`src/rtl/sida_pkg.sv`:
```
// Shared types and constants for the signed integer to decimal text converter.
// No dependencies.
package sida_pkg;

  localparam int INT_WIDTH  = 32;
  // decimal digits needed for 2**INT_WIDTH - 1 (log10(2) ~ 0.30103)
  localparam int NUM_DIGITS = (INT_WIDTH * 30103) / 100000 + 1;
  localparam int BCD_W      = 4 * NUM_DIGITS;
  localparam int CNT_W      = $clog2(INT_WIDTH + 1);

  localparam logic [7:0] ASCII_ZERO  = 8'd48;
  localparam logic [7:0] ASCII_MINUS = 8'd45;
  localparam logic [7:0] ASCII_NUL   = 8'd0;

  typedef enum logic [2:0] {
    ST_IDLE,
    ST_CONV,
    ST_SKIP,
    ST_SIGN,
    ST_DIGIT,
    ST_TERM
  } state_t;

  typedef enum logic [1:0] {
    EMIT_NONE,
    EMIT_MINUS,
    EMIT_DIGIT,
    EMIT_TERM
  } emit_t;

  typedef struct packed {
    logic  load;
    logic  convert;
    logic  shift_digit;
    emit_t emit;
  } ctrl_cmd_t;

  typedef struct packed {
    logic neg;
    logic top_zero;
  } ctrl_sts_t;

endpackage

```
`src/rtl/sida_ctrl.sv`:
```
// Sequencer of the decimal text converter: conversion steps, leading-zero skip, emission.
// Depends on sida_pkg.
module sida_ctrl
  import sida_pkg::*;
(
  input  logic      clk,
  input  logic      rst_n,
  input  logic      start,
  output logic      busy,
  output ctrl_cmd_t cmd,
  input  ctrl_sts_t sts
);

  state_t            state_r, state_nxt;
  logic [CNT_W-1:0]  cnt_r, cnt_nxt;

  always_ff @(posedge clk) begin
    if (!rst_n) begin
      state_r <= ST_IDLE;
      cnt_r   <= '0;
    end else begin
      state_r <= state_nxt;
      cnt_r   <= cnt_nxt;
    end
  end

  // next state
  always_comb begin
    state_nxt = state_r;
    cnt_nxt   = cnt_r;
    case (state_r)
      ST_IDLE: begin
        if (start) begin
          state_nxt = ST_CONV;
          cnt_nxt   = CNT_W'(INT_WIDTH - 1);
        end
      end
      ST_CONV: begin
        if (cnt_r == '0) begin
          state_nxt = ST_SKIP;
          cnt_nxt   = CNT_W'(NUM_DIGITS);
        end else begin
          cnt_nxt = cnt_r - CNT_W'(1);
        end
      end
      ST_SKIP: begin
        // drop leading zero digits, keep at least one
        if (sts.top_zero && cnt_r > CNT_W'(1)) begin
          cnt_nxt = cnt_r - CNT_W'(1);
        end else begin
          state_nxt = sts.neg ? ST_SIGN : ST_DIGIT;
        end
      end
      ST_SIGN: begin
        state_nxt = ST_DIGIT;
      end
      ST_DIGIT: begin
        cnt_nxt = cnt_r - CNT_W'(1);
        if (cnt_r == CNT_W'(1)) begin
          state_nxt = ST_TERM;
        end
      end
      ST_TERM: begin
        state_nxt = ST_IDLE;
      end
      default: begin
        state_nxt = ST_IDLE;
      end
    endcase
  end

  // outputs
  always_comb begin
    cmd  = '{load: 1'b0, convert: 1'b0, shift_digit: 1'b0, emit: EMIT_NONE};
    busy = 1'b1;
    case (state_r)
      ST_IDLE: begin
        busy     = 1'b0;
        cmd.load = start;
      end
      ST_CONV: begin
        cmd.convert = 1'b1;
      end
      ST_SKIP: begin
        cmd.shift_digit = sts.top_zero && cnt_r > CNT_W'(1);
      end
      ST_SIGN: begin
        cmd.emit = EMIT_MINUS;
      end
      ST_DIGIT: begin
        cmd.emit        = EMIT_DIGIT;
        cmd.shift_digit = 1'b1;
      end
      ST_TERM: begin
        cmd.emit = EMIT_TERM;
      end
      default: begin
        busy = 1'b0;
      end
    endcase
  end

endmodule

```
`src/rtl/sida_dpath.sv`:
```
// Datapath of the decimal text converter: magnitude, shift-and-add-3 BCD register,
// output byte register. Depends on sida_pkg.
module sida_dpath
  import sida_pkg::*;
(
  input  logic                        clk,
  input  logic                        rst_n,
  input  logic signed [INT_WIDTH-1:0] in_value,
  input  ctrl_cmd_t                   cmd,
  output ctrl_sts_t                   sts,
  output logic                        out_strobe,
  output logic [7:0]                  out_character,
  output logic                        out_last
);

  logic [INT_WIDTH-1:0] bin_r, bin_nxt;
  logic [BCD_W-1:0]     bcd_r, bcd_nxt;
  logic [BCD_W-1:0]     bcd_adj;
  logic                 neg_r, neg_nxt;
  logic                 strobe_r, strobe_nxt;
  logic [7:0]           char_r, char_nxt;
  logic                 last_r, last_nxt;
  logic [3:0]           top_digit;
  logic [INT_WIDTH-1:0] raw;

  assign raw       = in_value;
  assign top_digit = bcd_r[BCD_W-1 -: 4];

  // add 3 to every digit of 5 or more before the shift
  always_comb begin
    for (int i = 0; i < NUM_DIGITS; i++) begin
      bcd_adj[i*4 +: 4] = (bcd_r[i*4 +: 4] >= 4'd5) ? bcd_r[i*4 +: 4] + 4'd3
                                                     : bcd_r[i*4 +: 4];
    end
  end

  always_comb begin
    bin_nxt = bin_r;
    bcd_nxt = bcd_r;
    neg_nxt = neg_r;
    if (cmd.load) begin
      neg_nxt = raw[INT_WIDTH-1];
      bin_nxt = raw[INT_WIDTH-1] ? (~raw + INT_WIDTH'(1)) : raw;
      bcd_nxt = '0;
    end else if (cmd.convert) begin
      bcd_nxt = {bcd_adj[BCD_W-2:0], bin_r[INT_WIDTH-1]};
      bin_nxt = {bin_r[INT_WIDTH-2:0], 1'b0};
    end else if (cmd.shift_digit) begin
      bcd_nxt = {bcd_r[BCD_W-5:0], 4'b0000};
    end
  end

  always_comb begin
    strobe_nxt = 1'b1;
    char_nxt   = ASCII_NUL;
    last_nxt   = 1'b0;
    case (cmd.emit)
      EMIT_NONE:  strobe_nxt = 1'b0;
      EMIT_MINUS: char_nxt   = ASCII_MINUS;
      EMIT_DIGIT: char_nxt   = ASCII_ZERO + {4'b0000, top_digit};
      EMIT_TERM:  last_nxt   = 1'b1;
      default:    strobe_nxt = 1'b0;
    endcase
  end

  always_ff @(posedge clk) begin
    if (!rst_n) begin
      strobe_r <= 1'b0;
    end else begin
      strobe_r <= strobe_nxt;
    end
  end

  always_ff @(posedge clk) begin
    bin_r  <= bin_nxt;
    bcd_r  <= bcd_nxt;
    neg_r  <= neg_nxt;
    char_r <= char_nxt;
    last_r <= last_nxt;
  end

  assign sts.neg      = neg_r;
  assign sts.top_zero = (top_digit == 4'd0);

  assign out_strobe    = strobe_r;
  assign out_character = char_r;
  assign out_last      = last_r;

endmodule

```
`src/rtl/signed_int_to_decimal_ascii_top.sv`:
```
// Channel   Ports                                   Handshake
// request   in_value                                start & !busy
// result    out_character, out_last                 out_strobe, one cycle each
//
// A request is converted by a bit-serial shift-and-add-3 loop, one bit per cycle,
// then leading zero digits are dropped one per cycle and the text leaves one byte
// per cycle; busy stays high until the terminator is emitted, so a new request is
// not taken before the digits of the last one have all left.
// Reset (rst_n low, synchronous) returns the sequencer to idle and drops the strobe.
// Results cannot be stalled; the terminator shows in the cycle busy falls.
// Depends on sida_pkg, sida_ctrl, sida_dpath.
module signed_int_to_decimal_ascii_top
  import sida_pkg::*;
(
  input  logic                        clk,
  input  logic                        rst_n,
  input  logic                        start,
  output logic                        busy,
  input  logic signed [INT_WIDTH-1:0] in_value,
  output logic                        out_strobe,
  output logic [7:0]                  out_character,
  output logic                        out_last
);

  ctrl_cmd_t cmd;
  ctrl_sts_t sts;

  sida_ctrl u_ctrl (
    .clk   (clk),
    .rst_n (rst_n),
    .start (start),
    .busy  (busy),
    .cmd   (cmd),
    .sts   (sts)
  );

  sida_dpath u_dpath (
    .clk           (clk),
    .rst_n         (rst_n),
    .in_value      (in_value),
    .cmd           (cmd),
    .sts           (sts),
    .out_strobe    (out_strobe),
    .out_character (out_character),
    .out_last      (out_last)
  );

endmodule

```
`config.mk`:
```
export PLATFORM = sky130hd
export DESIGN_NAME = signed_int_to_decimal_ascii_top
export DESIGN_NICKNAME = d
export VERILOG_FILES = /design/src/rtl/sida_pkg.sv /design/src/rtl/sida_ctrl.sv /design/src/rtl/sida_dpath.sv /design/src/rtl/signed_int_to_decimal_ascii_top.sv
export SDC_FILE = /design/constraint.sdc
export NUM_CORES = 1
export LEC_CHECK = 0
export ABC_AREA = 0
export BUFFER_PORTS_ARGS = -buffer_cell sky130_fd_sc_hd__clkbuf_2
export CAP_MARGIN = 20
export CORE_MARGIN = 2
export CORE_UTILIZATION = 30
export CTS_CLUSTER_SIZE = 30
export DETAILED_ROUTE_END_ITERATION = 7
export GPL_TIMING_DRIVEN = 0
export PLACE_DENSITY = 0.56
export RECOVER_POWER = 25
export SLEW_MARGIN = 20
export SYNTH_ARGS = -nofsm -noshare
export SYNTH_HDL_FRONTEND = slang
export SYNTH_SLANG_ARGS = --single-unit
```
`constraint.sdc`:
```
create_clock -name clk -period 3.4 [get_ports clk]
set_input_delay 0.51 -clock clk [delete_from_list [all_inputs] [get_ports clk]]
set_output_delay 0.51 -clock clk [all_outputs]
set_load 0.02 [all_outputs]
```
==> out/qor.csv, run 1 <==
metric;value;unit
ys_async_sr_fraction;0;%
max-vdd-ir-drop;0.248;mV
relSlewSlack;47.6;%
ys_seq_area_share;36.8;%
cp_cell_sequence;clkbuf_1 > nor2_1 > nand2_1 > clkbuf_1 > buf_1 > nand2_2;
finish.utilization;35.1;%
die_h;143;µm
yosys.area_share.simple;18.2;%
grt_max_degree;33;
dp_cells;959;
totalWireLength;15200;µm
final_net_count;774;
cts_sinks;90;
required;3.31;ns
drive_gt1_share;11.9;%
whs;0.454;ns
worstPathMaxFanout;32;
cp_slowest_cell;nand2_2;
placementRows;50;
netlist_instances;655;
htreeDepth;3;
drv_slew;0;
die_w;143;µm
hold_path.class;reg2reg;
grt_pass1_wl;24500;µm
root_buffer;clkbuf_16;
pwr_density_cell;587;nW/µm²
path_clk_slew;0.06;ns
tightest_slew;0.784;ns
critical-path-top-delay-family;buffers and inverters;
stdcell_count;975;
areaGrowthSynthToFinish;14.0;%
synth_fa_ha_area_share;6.26;%
worst-path-buf-inv;3;
grt_overflow_total;0;
syn_area_per_cell;8.85;µm²
die-area;20500;µm²
cts_setup_buffers;0;
p_int;2480;µW
numCtsBuffers;9;
power_frac_comb;34.0;%
ant_nets;0;
p_sw;1400;µW
synthMuxAreaShare;2.07;%
drv_cap;0;
p_seq_share;41.4;%
rsz0062_at_grt;no;
vias;5044;
yosysTopAreaCellShare;19.7;%
switching_share;36.1;%
hold_viol;0;
drc;0;
final_area;6610;µm²
skew;0.00898;ns
setup_viol;0;
place_congestion;0.789;
critPathArrivalTime;2.95;ns
slowest_delay;0.61;ns
drt-initial-drc-count;349;
period_needed;3.04;ns
ys_ff_latch;90;
power.total;3880;µW
coreArea;18800;µm²
fillers;1980;
start_util;30.8;%
path_common_cell;clkbuf_1;
final_common_cell;a21oi_1;
ys_warn_count;0;
synth-xor-area-share;5.74;%
n_antenna_cell;0;
cts_hold_buf;0;
synth_cell_types;67;
grt_use_total;15.1;%
area.sequential;2130;µm²
clock_latency;0.35;ns
post_cts_resized;0;
ys.flop_type;dfxtp_1;
mostFrequentLayoutCells;a21oi_1, nand2_1, dfxtp_1, o21ai_0, clkbuf_1;
synth.area.top_cells;dfxtp_1, edfxtp_1, ha_1;
cts.path.max_buffers;2;
cts_tree;yes;
min_period_over_period;89.5;%
synth_area_leader_cell;dfxtp_1;
start_kind;register;
p_leak;0.00252;µW
drt-pass1-iter-count;5;
status;complete, no violations;
max_freq;328;MHz
placedInstanceArea;6340;µm²
cp-end-kind;register;
wl_per_cell;15.6;µm
crit_type;reg2reg;
synth_top_family_by_area;compound AO/OA/AOI/OAI gates;
port_buffers;43;
avgViaCountPerCell;5.17;
multiInputGateArea;3390;µm²
antenna_found_initial;0;
synth-compound-area-share;26.0;%
dp_hpwl;10700;µm
first_global_vias;4712;
ios;46;
synth_area;5800;µm²
synth_edf_count;33;
clkPwrFrac;24.7;%
==> path summary, 6_finish.rpt <==
path | to | cells past startpoint | startpoint | slack [ns]
min | u_dpath.out_character[1] | 1 | u_dpath.bcd_r[37] | 0.45
min reg2reg | u_dpath.out_character[1] | 1 | u_dpath.bcd_r[37] | 0.45
max reg2reg | u_dpath.bin_r[6] | 6 | u_ctrl.state_r[1] | 0.36
max | u_dpath.bin_r[6] | 6 | u_ctrl.state_r[1] | 0.36
==> sequential cells by signal (all words and copies together), names as in the netlist <==
signal	count
u_dpath.bcd_r	40
u_ctrl.state_r	3
u_dpath.neg_r	1
u_dpath.out_strobe	1
u_dpath.bin_r	32
u_dpath.out_character	6
u_ctrl.cnt_r	6
u_dpath.out_last	1
==> layout make-up <==
type	instances	share of cell area, %
plain buffers	41	2.67
flip-flops and latches	90	32.3
inverters	29	1.65
clock buffers	14	4.00
well taps	260	4.92
clock inverters	2	0.189
multi-input cells	496	51.2
repair buffers	43	3.07
==> kinds of logic after synthesis <==
group | Yosys count
simple gates | 193
xor+xnor | 38
compound gates | 223
buf+inv | 70
mux | 11
fa+ha+maj | 29
other cells | 1
flops | 90
==> routing by layer <==
| metal | up-vias | global-route usage [%] | part of all wire (%) | routed length (µm) |
|---|---|---|---|---|
| met5 | - | 0 | 0 | 0 |
| met4 | 0 | 5.16 | 1.6 | 245 |
| met3 | 17 | 1.78 | 3.6 | 551 |
| met2 | 86 | 24.2 | 47 | 7080 |
| met1 | 2412 | 21.0 | 48 | 7340 |
| li1 | 2529 | - | - | - |
==> cells in the mapped netlist (2+ instances only) <==
master and n:
a21oi_1 62, nand2_1 59, dfxtp_1 57, o21ai_0 48, edfxtp_1 33, o21ai_1 31
clkbuf_1 29, ha_1 29, inv_1 28, nor3_1 27, xor2_1 25, nor2_1 17
nand2b_1 16, nor3b_1 13, xnor2_1 13, a211oi_1 11, a32oi_1 9, and3b_1 9
o211ai_1 9, o41ai_2 9, mux2_2 8, nor2b_1 8, o211a_1 8, o311a_1 8
buf_2 7, nand3_1 7, or3_1 6, nor4_1 5, o31ai_1 5, and2_1 4
or4_1 4, a22oi_1 3, and3_1 3, mux2i_1 3, or2_2 3, a21o_1 2
buf_1 2, buf_4 2, nand3b_1 2, o41a_1 2, o41ai_1 2, or4_4 2
==> stage by stage <==
| step | worst slack (ns) | setup TNS [ns] |
|---|---|---|
| 5_1_grt | 0.105 | 0 |
| 6_report | 0.356 | 0 |
| 4_1_cts | 0.344 | 0 |
| 3_5_place_dp | 0.358 | 0 |
| 2_1_floorplan | 0.901 | 0 |
| 3_3_place_gp | -0.126 | -3.94 |
==> power groups by stage <==
stage | logic, µW | clock network (µW) | registers (µW)
finish | 1320 | 956 | 1610
global route | 1500 | 1020 | 1640
CTS | 1320 | 979 | 1600
detailed placement | 1310 | 0 | 1620
global placement | 1300 | 0 | 1620
floorplan | 1010 | 0 | 1560
Note: power is estimated with default switching activity, not from simulation.
==> inputs of run 2 (changes only) <==
--- a/config.mk
+++ b/config.mk
@@ -8,12 +8,14 @@
 export ABC_AREA = 0
 export BUFFER_PORTS_ARGS = -buffer_cell sky130_fd_sc_hd__clkbuf_2
 export CAP_MARGIN = 20
+export CELL_PAD_IN_SITES_DETAIL_PLACEMENT = 0
+export CELL_PAD_IN_SITES_GLOBAL_PLACEMENT = 1
 export CORE_MARGIN = 2
 export CORE_UTILIZATION = 30
 export CTS_CLUSTER_SIZE = 30
 export DETAILED_ROUTE_END_ITERATION = 7
 export GPL_TIMING_DRIVEN = 0
-export PLACE_DENSITY = 0.56
+export PLACE_DENSITY = 0.66
 export RECOVER_POWER = 25
 export SLEW_MARGIN = 20
 export SYNTH_ARGS = -nofsm -noshare
==> run 2 against run 1 <==
Sequential share of layout area fell by 0.16 points; first-iteration DRC count decreased by 30%; global-route usage increased by 0.92 points; routed wire length grew 6.7%; hold slack better by 0.028 ns; critical path depth is the same; setup slack worse by 0.056 ns; register-to-register slack worse by 0.06 ns; via count is 2.7% higher; combinational power hardly changed; critical path type unchanged; largest cell class unchanged; largest power group unchanged.
==> out/qor.csv, run 2 (synthesis results as in run 1) <==
metric;value;unit
htreeDepth;3;
start_kind;register;
whs_path_depth;1;
die_w;143;µm
cp-end-kind;register;
grt_pass1_wl;25800;µm
vias;5182;
largest_register_ffs;40;
grt_overflow_total;0;
stdcell_count;975;
finish.utilization;35.3;%
period_needed;3.10;ns
p_sw;1440;µW
final_common_cell;a21oi_1;
avgViaCountPerCell;5.31;
drv_slew;0;
p_int;2590;µW
tightest_slew;0.790;ns
hold_end;u_dpath.out_character[1];
clkPwrFrac;26.9;%
rsz0062_at_grt;no;
grt_max_degree;33;
first_global_vias;4984;
areaGrowthSynthToFinish;14.5;%
wl_per_cell;16.7;µm
worstPathMaxFanout;32;
max_freq;323;MHz
critical-path-top-delay-family;buffers and inverters;
drive_gt1_share;12.0;%
relSlewSlack;47.2;%
post_cts_resized;0;
hold_path.class;reg2reg;
mostFrequentLayoutCells;a21oi_1, nand2_1, dfxtp_1, o21ai_0, clkbuf_1;
port_buffers;43;
drt-initial-drc-count;244;
p_seq_share;39.9;%
start_util;30.8;%
antenna_found_initial;0;
root_buffer;clkbuf_16;
top_register;u_dpath.bcd_r;
placementRows;50;
hold_viol;0;
path_clk_slew;0.07;ns
min_period_over_period;91.2;%
ios;46;
dp_cells;959;
coreArea;18800;µm²
path_common_cell;clkbuf_1;
skew;0.00993;ns
status;complete, no violations;
pwr_density_cell;606;nW/µm²
totalWireLength;16200;µm
p_leak;0.00253;µW
crit_type;reg2reg;
place_congestion;0.816;
drt-pass1-iter-count;5;
cts_tree;yes;
cts_setup_buffers;0;
n_antenna_cell;0;
cp_slowest_cell;nand2_2;
cts_hold_buf;0;
worstReg2RegEnd;u_dpath.bin_r[27];
ant_nets;0;
numCtsBuffers;9;
cts.path.max_buffers;2;
whs;0.483;ns
final_net_count;774;
power_frac_comb;33.2;%
critPathArrivalTime;3.01;ns
dp_hpwl;11300;µm
r2r_setup_slack;0.30;ns
die-area;20500;µm²
grt_use_total;16.0;%
drc;0;
switching_share;35.7;%
cp_cell_sequence;clkbuf_1 > nor2_1 > nand2_1 > clkbuf_1 > buf_1 > nand2_2;
r2r_cells;6;
cts_sinks;90;
die_h;143;µm
top_regs;u_dpath.bcd_r (40), u_dpath.bin_r (32);
worst-path-buf-inv;3;
drv_cap;0;
setup_viol;0;
clock_latency;0.35;ns
max-vdd-ir-drop;0.242;mV
power.total;4030;µW
required;3.31;ns
holdCritStartpoint;u_dpath.bcd_r[37];
slowest_delay;0.61;ns
rr_startpoint;u_ctrl.state_r[1];
==> run 2: cell count changes in the layout (fill, tap and decap cells not counted) <==
cell        previous run  this run
or4_4                  2         1
and2_0                 0         1
clkbuf_1              43        42
clkinvlp_4             1         2
bufinv_16              0         2
clkbuf_8               2         0
and2_1                 4         3
or4_2                  0         1
==> run 2: worst reg2reg max path: cells and delay by family, from the launching register on <==
| family | cells | cell delay (ns) |
|---|---|---|
| buffers and inverters | 3 | 1.33 |
| flip-flops | 1 | 0.31 |
| AND/OR/NAND/NOR | 3 | 1.00 |
==> run 2: power groups by stage <==
stage	clock network, µW	logic (µW)	registers (µW)
floorplan	0	1010	1560
global placement	0	1290	1620
detailed placement	0	1330	1630
CTS	1110	1340	1600
global route	1140	1510	1640
finish	1080	1340	1610
==> run 2: area by class of cell <==
type	instances	area [µm²]
timing repair buffer	43	203
inverter	29	109
clock buffer	11	233
sequential	90	2130
fill	1955	12200
clock inverter	5	80.1
buffer	41	176
multi-input combinational	496	3380
tap	260	325
==> run 2: per-stage QoR <==
step | setup TNS, ns | cell area, µm² | setup WS (ns)
2_1_floorplan | 0 | 5800 | 0.901
3_3_place_gp | -1.53 | 6340 | -0.0506
3_5_place_dp | 0 | 6340 | 0.306
4_1_cts | 0 | 6660 | 0.292
5_1_grt | 0 | 6640 | 0.0609
6_report | 0 | 6640 | 0.299
==> run 2: how the worst max path moves through the flow <==
stage,cells past startpoint,slack (ns),startpoint,to
after floorplan,6,0.90,in_value[6],u_dpath.bin_r[27]
after global placement,6,-0.05,u_ctrl.state_r[1],u_dpath.bin_r[24]
after detailed placement,6,0.31,u_ctrl.state_r[1],u_dpath.bin_r[19]
after CTS,6,0.29,u_ctrl.state_r[1],u_dpath.bin_r[2]
after global routing,6,0.06,u_ctrl.state_r[1],u_dpath.bin_r[0]
final,6,0.30,u_ctrl.state_r[1],u_dpath.bin_r[27]
==> run 2: metal layers <==
metal	wire, µm	GRT usage [%]	up-vias
li1	-	-	2530
met1	7720	21.5	2533
met2	7600	25.4	98
met3	670	4.19	21
met4	249	4.43	0
met5	0	0	-
==> inputs of run 3 (changes only) <==
--- a/config.mk
+++ b/config.mk
@@ -5,17 +5,17 @@
 export SDC_FILE = /design/constraint.sdc
 export NUM_CORES = 1
 export LEC_CHECK = 0
-export ABC_AREA = 0
+export ABC_AREA = 1
 export BUFFER_PORTS_ARGS = -buffer_cell sky130_fd_sc_hd__clkbuf_2
 export CAP_MARGIN = 20
 export CELL_PAD_IN_SITES_DETAIL_PLACEMENT = 0
 export CELL_PAD_IN_SITES_GLOBAL_PLACEMENT = 1
 export CORE_MARGIN = 2
-export CORE_UTILIZATION = 30
+export CORE_UTILIZATION = 40
 export CTS_CLUSTER_SIZE = 30
 export DETAILED_ROUTE_END_ITERATION = 7
 export GPL_TIMING_DRIVEN = 0
-export PLACE_DENSITY = 0.66
+export PLACE_DENSITY = 0.84
 export RECOVER_POWER = 25
 export SLEW_MARGIN = 20
 export SYNTH_ARGS = -nofsm -noshare
==> run 3 against run 2 <==
Critical path depth rose by 1; critical path type unchanged; area after synthesis increased by 3.2%; register-to-register slack better by 0.60 ns; non-clock buffer count fell by 8; fmax is 24% higher; critical endpoint is now u_dpath.bin_r[3]; largest power group is now combinational cells; clock-buffer cell count is the same; total power grew 50%; core utilization is 10 points higher; sequential power increased by 24%; hold slack lost 0.037 ns; design area grew 0.49%; synthesized cell count grew 29%.
==> out/qor.csv, run 3 <==
metric;value;unit
cts_setup_buffers;0;
dp_cells;1070;
setup_viol;0;
ant_nets;0;
max_freq;400;MHz
vias;5501;
ios;46;
synth.most_common_cell;nand2_1;
worstReg2RegEnd;u_dpath.bin_r[3];
numCtsBuffers;9;
grt_max_degree;33;
die_w;126;µm
synth-compound-area-share;17.5;%
synthMuxAreaShare;0;%
pwr_density_cell;905;nW/µm²
top_regs;u_dpath.bcd_r (40), u_dpath.bin_r (32);
first_global_vias;5388;
rr_startpoint;u_ctrl.state_r[1];
holdCritStartpoint;rst_n;
synth-xor-area-share;3.22;%
p_leak;0.00287;µW
r2r_cells;7;
areaGrowthSynthToFinish;11.6;%
final_common_cell;nand2_1;
synth_cell_types;39;
drv_cap;0;
wl_per_cell;14.3;µm
start_kind;register;
finish.utilization;45.7;%
min_period_over_period;73.6;%
die_h;126;µm
path_clk_slew;0.07;ns
ys_seq_area_share;35.6;%
synth_edf_count;33;
top_register;u_dpath.bcd_r;
crit_type;reg2reg;
status;complete, no violations;
hold_viol;0;
rsz0062_at_grt;no;
mostFrequentLayoutCells;nand2_1, nor2_1, inv_1, o21ai_0, nand3_1;
n_antenna_cell;0;
largest_register_ffs;40;
hold_path.class;in2reg;
cts_sinks;90;
relSlewSlack;49.5;%
final_net_count;961;
worst_slack;0.898;ns
critPathArrivalTime;2.43;ns
port_buffers;43;
yosysTopAreaCellShare;19.1;%
grt_use_total;20.3;%
grt_overflow_total;0;
ys_async_sr_fraction;0;%
cp_slowest_cell;nand2_2;
slowest_delay;0.49;ns
cp_cell_sequence;nor2_1 > nand2_1 > inv_1 > nand2_1 > clkbuf_1 > buf_2 > nand2_2;
grt_pass1_wl;26200;µm
synth_area_leader_cell;dfxtp_1;
tns;0;ns
cts_hold_buf;0;
synth.area.top_cells;dfxtp_1, edfxtp_1, nand2_1;
start_util;41.0;%
cts_tree;yes;
whs;0.445;ns
dp_hpwl;11300;µm
synth_top_family_by_area;simple AND/OR/NAND/NOR gates;
coreArea;14600;µm²
synthTopCellsByCount;nand2_1, nor2_1, inv_1;
path_common_cell;nand2_1;
ys_ff_latch;90;
totalWireLength;15600;µm
required;3.33;ns
max-vdd-ir-drop;0.381;mV
drv_slew;0;
hold_end;u_ctrl.cnt_r[5];
whs_path_depth;3;
cp-end-kind;register;
yosys.area_share.simple;27.8;%
avgViaCountPerCell;5.07;
die-area;15900;µm²
antenna_found_initial;0;
synth_area;5980;µm²
ys_warn_count;0;
post_cts_resized;0;
ys.flop_type;dfxtp_1;
skew;0.00681;ns
worstPathMaxFanout;32;
tightest_slew;0.754;ns
r2r_setup_slack;0.90;ns
root_buffer;clkbuf_16;
clock_latency;0.35;ns
drive_gt1_share;11.3;%
drt-pass1-iter-count;4;
period_needed;2.50;ns
synth_fa_ha_area_share;6.07;%
cts.path.max_buffers;2;
drt-initial-drc-count;220;
placementRows;44;
drc;0;
netlist_instances;842;
htreeDepth;3;
dp_slack;1.08;ns
syn_area_per_cell;7.10;µm²
stdcell_count;1086;
place_congestion;0.856;
run 3: cell count changes after synthesis, sizes merged, moves of 13 or more:
cell	delta
nand2	+138
nor2	+87
inv	+61
nand3	+54
o21ai	+32
clkbuf	-26
nor3	-25
a31oi	+18
buf	+18
nand2b	-16
nor3b	-13
run 3: metrics by stage:
stage / area (µm²) / power (µW)
2_1_floorplan: 5990 / 4240
3_3_place_gp: 6430 / 5040
3_5_place_dp: 6430 / 5070
4_1_cts: 6740 / 6130
5_1_grt: 6670 / 6600
6_report: 6670 / 6040
run 3: cells by family after synthesis:
kind of cell               count (synthesis)
and+or+nand+nor                          386
AOI/OAI and AO/OA                        192
buffers and inverters                    122
DFF                                       90
adders and majority gates                 29
xor gates and xnor gates                  22
other                                      1
run 3: area by class of cell:
| class | instances | area (µm²) |
|---|---|---|
| fillers | 1527 | 7920 |
| repair buffers | 43 | 204 |
| well taps | 184 | 230 |
| flip-flops and latches | 90 | 2130 |
| plain buffers | 33 | 235 |
| clock inverters | 5 | 62.6 |
| clock buffers | 11 | 244 |
| inverters | 89 | 334 |
| multi-input cells | 631 | 3230 |
run 3: worst max path at each step:
stage,start,endpoint,slack [ns],cells past startpoint
final,u_ctrl.state_r[1],u_dpath.bin_r[3],0.90,7
after detailed placement,u_ctrl.state_r[1],u_dpath.bin_r[0],1.08,7
after floorplan,u_ctrl.state_r[0],u_dpath.bin_r[0],1.28,7
after CTS,u_ctrl.state_r[1],u_dpath.bin_r[0],1.06,7
after global placement,u_ctrl.state_r[1],u_dpath.bin_r[0],0.62,7
after global routing,u_ctrl.state_r[1],u_dpath.bin_r[3],0.67,7
run 3: routing by layer:
layer,wire length (µm),GRT usage [%],vias up
met5,0,0,-
met4,202,4.52,0
met3,605,4.09,19
met2,7340,35.1,96
met1,7420,26.2,2482
li1,-,-,2904
run 3: power breakdown:
part / switching (µW) / leakage, µW / internal [µW]
logic: 1960 / 0.00193 / 1050
registers: 301 / 0.000796 / 1690
clock network: 446 / 0.000145 / 597
run 3: critical path: cells and delay by family (launching register included):
| kind | cells | cell delay [ns] |
|---|---|---|
| DFF | 1 | 0.44 |
| buffers and inverters | 3 | 0.77 |
| and+or+nand+nor | 4 | 0.86 |
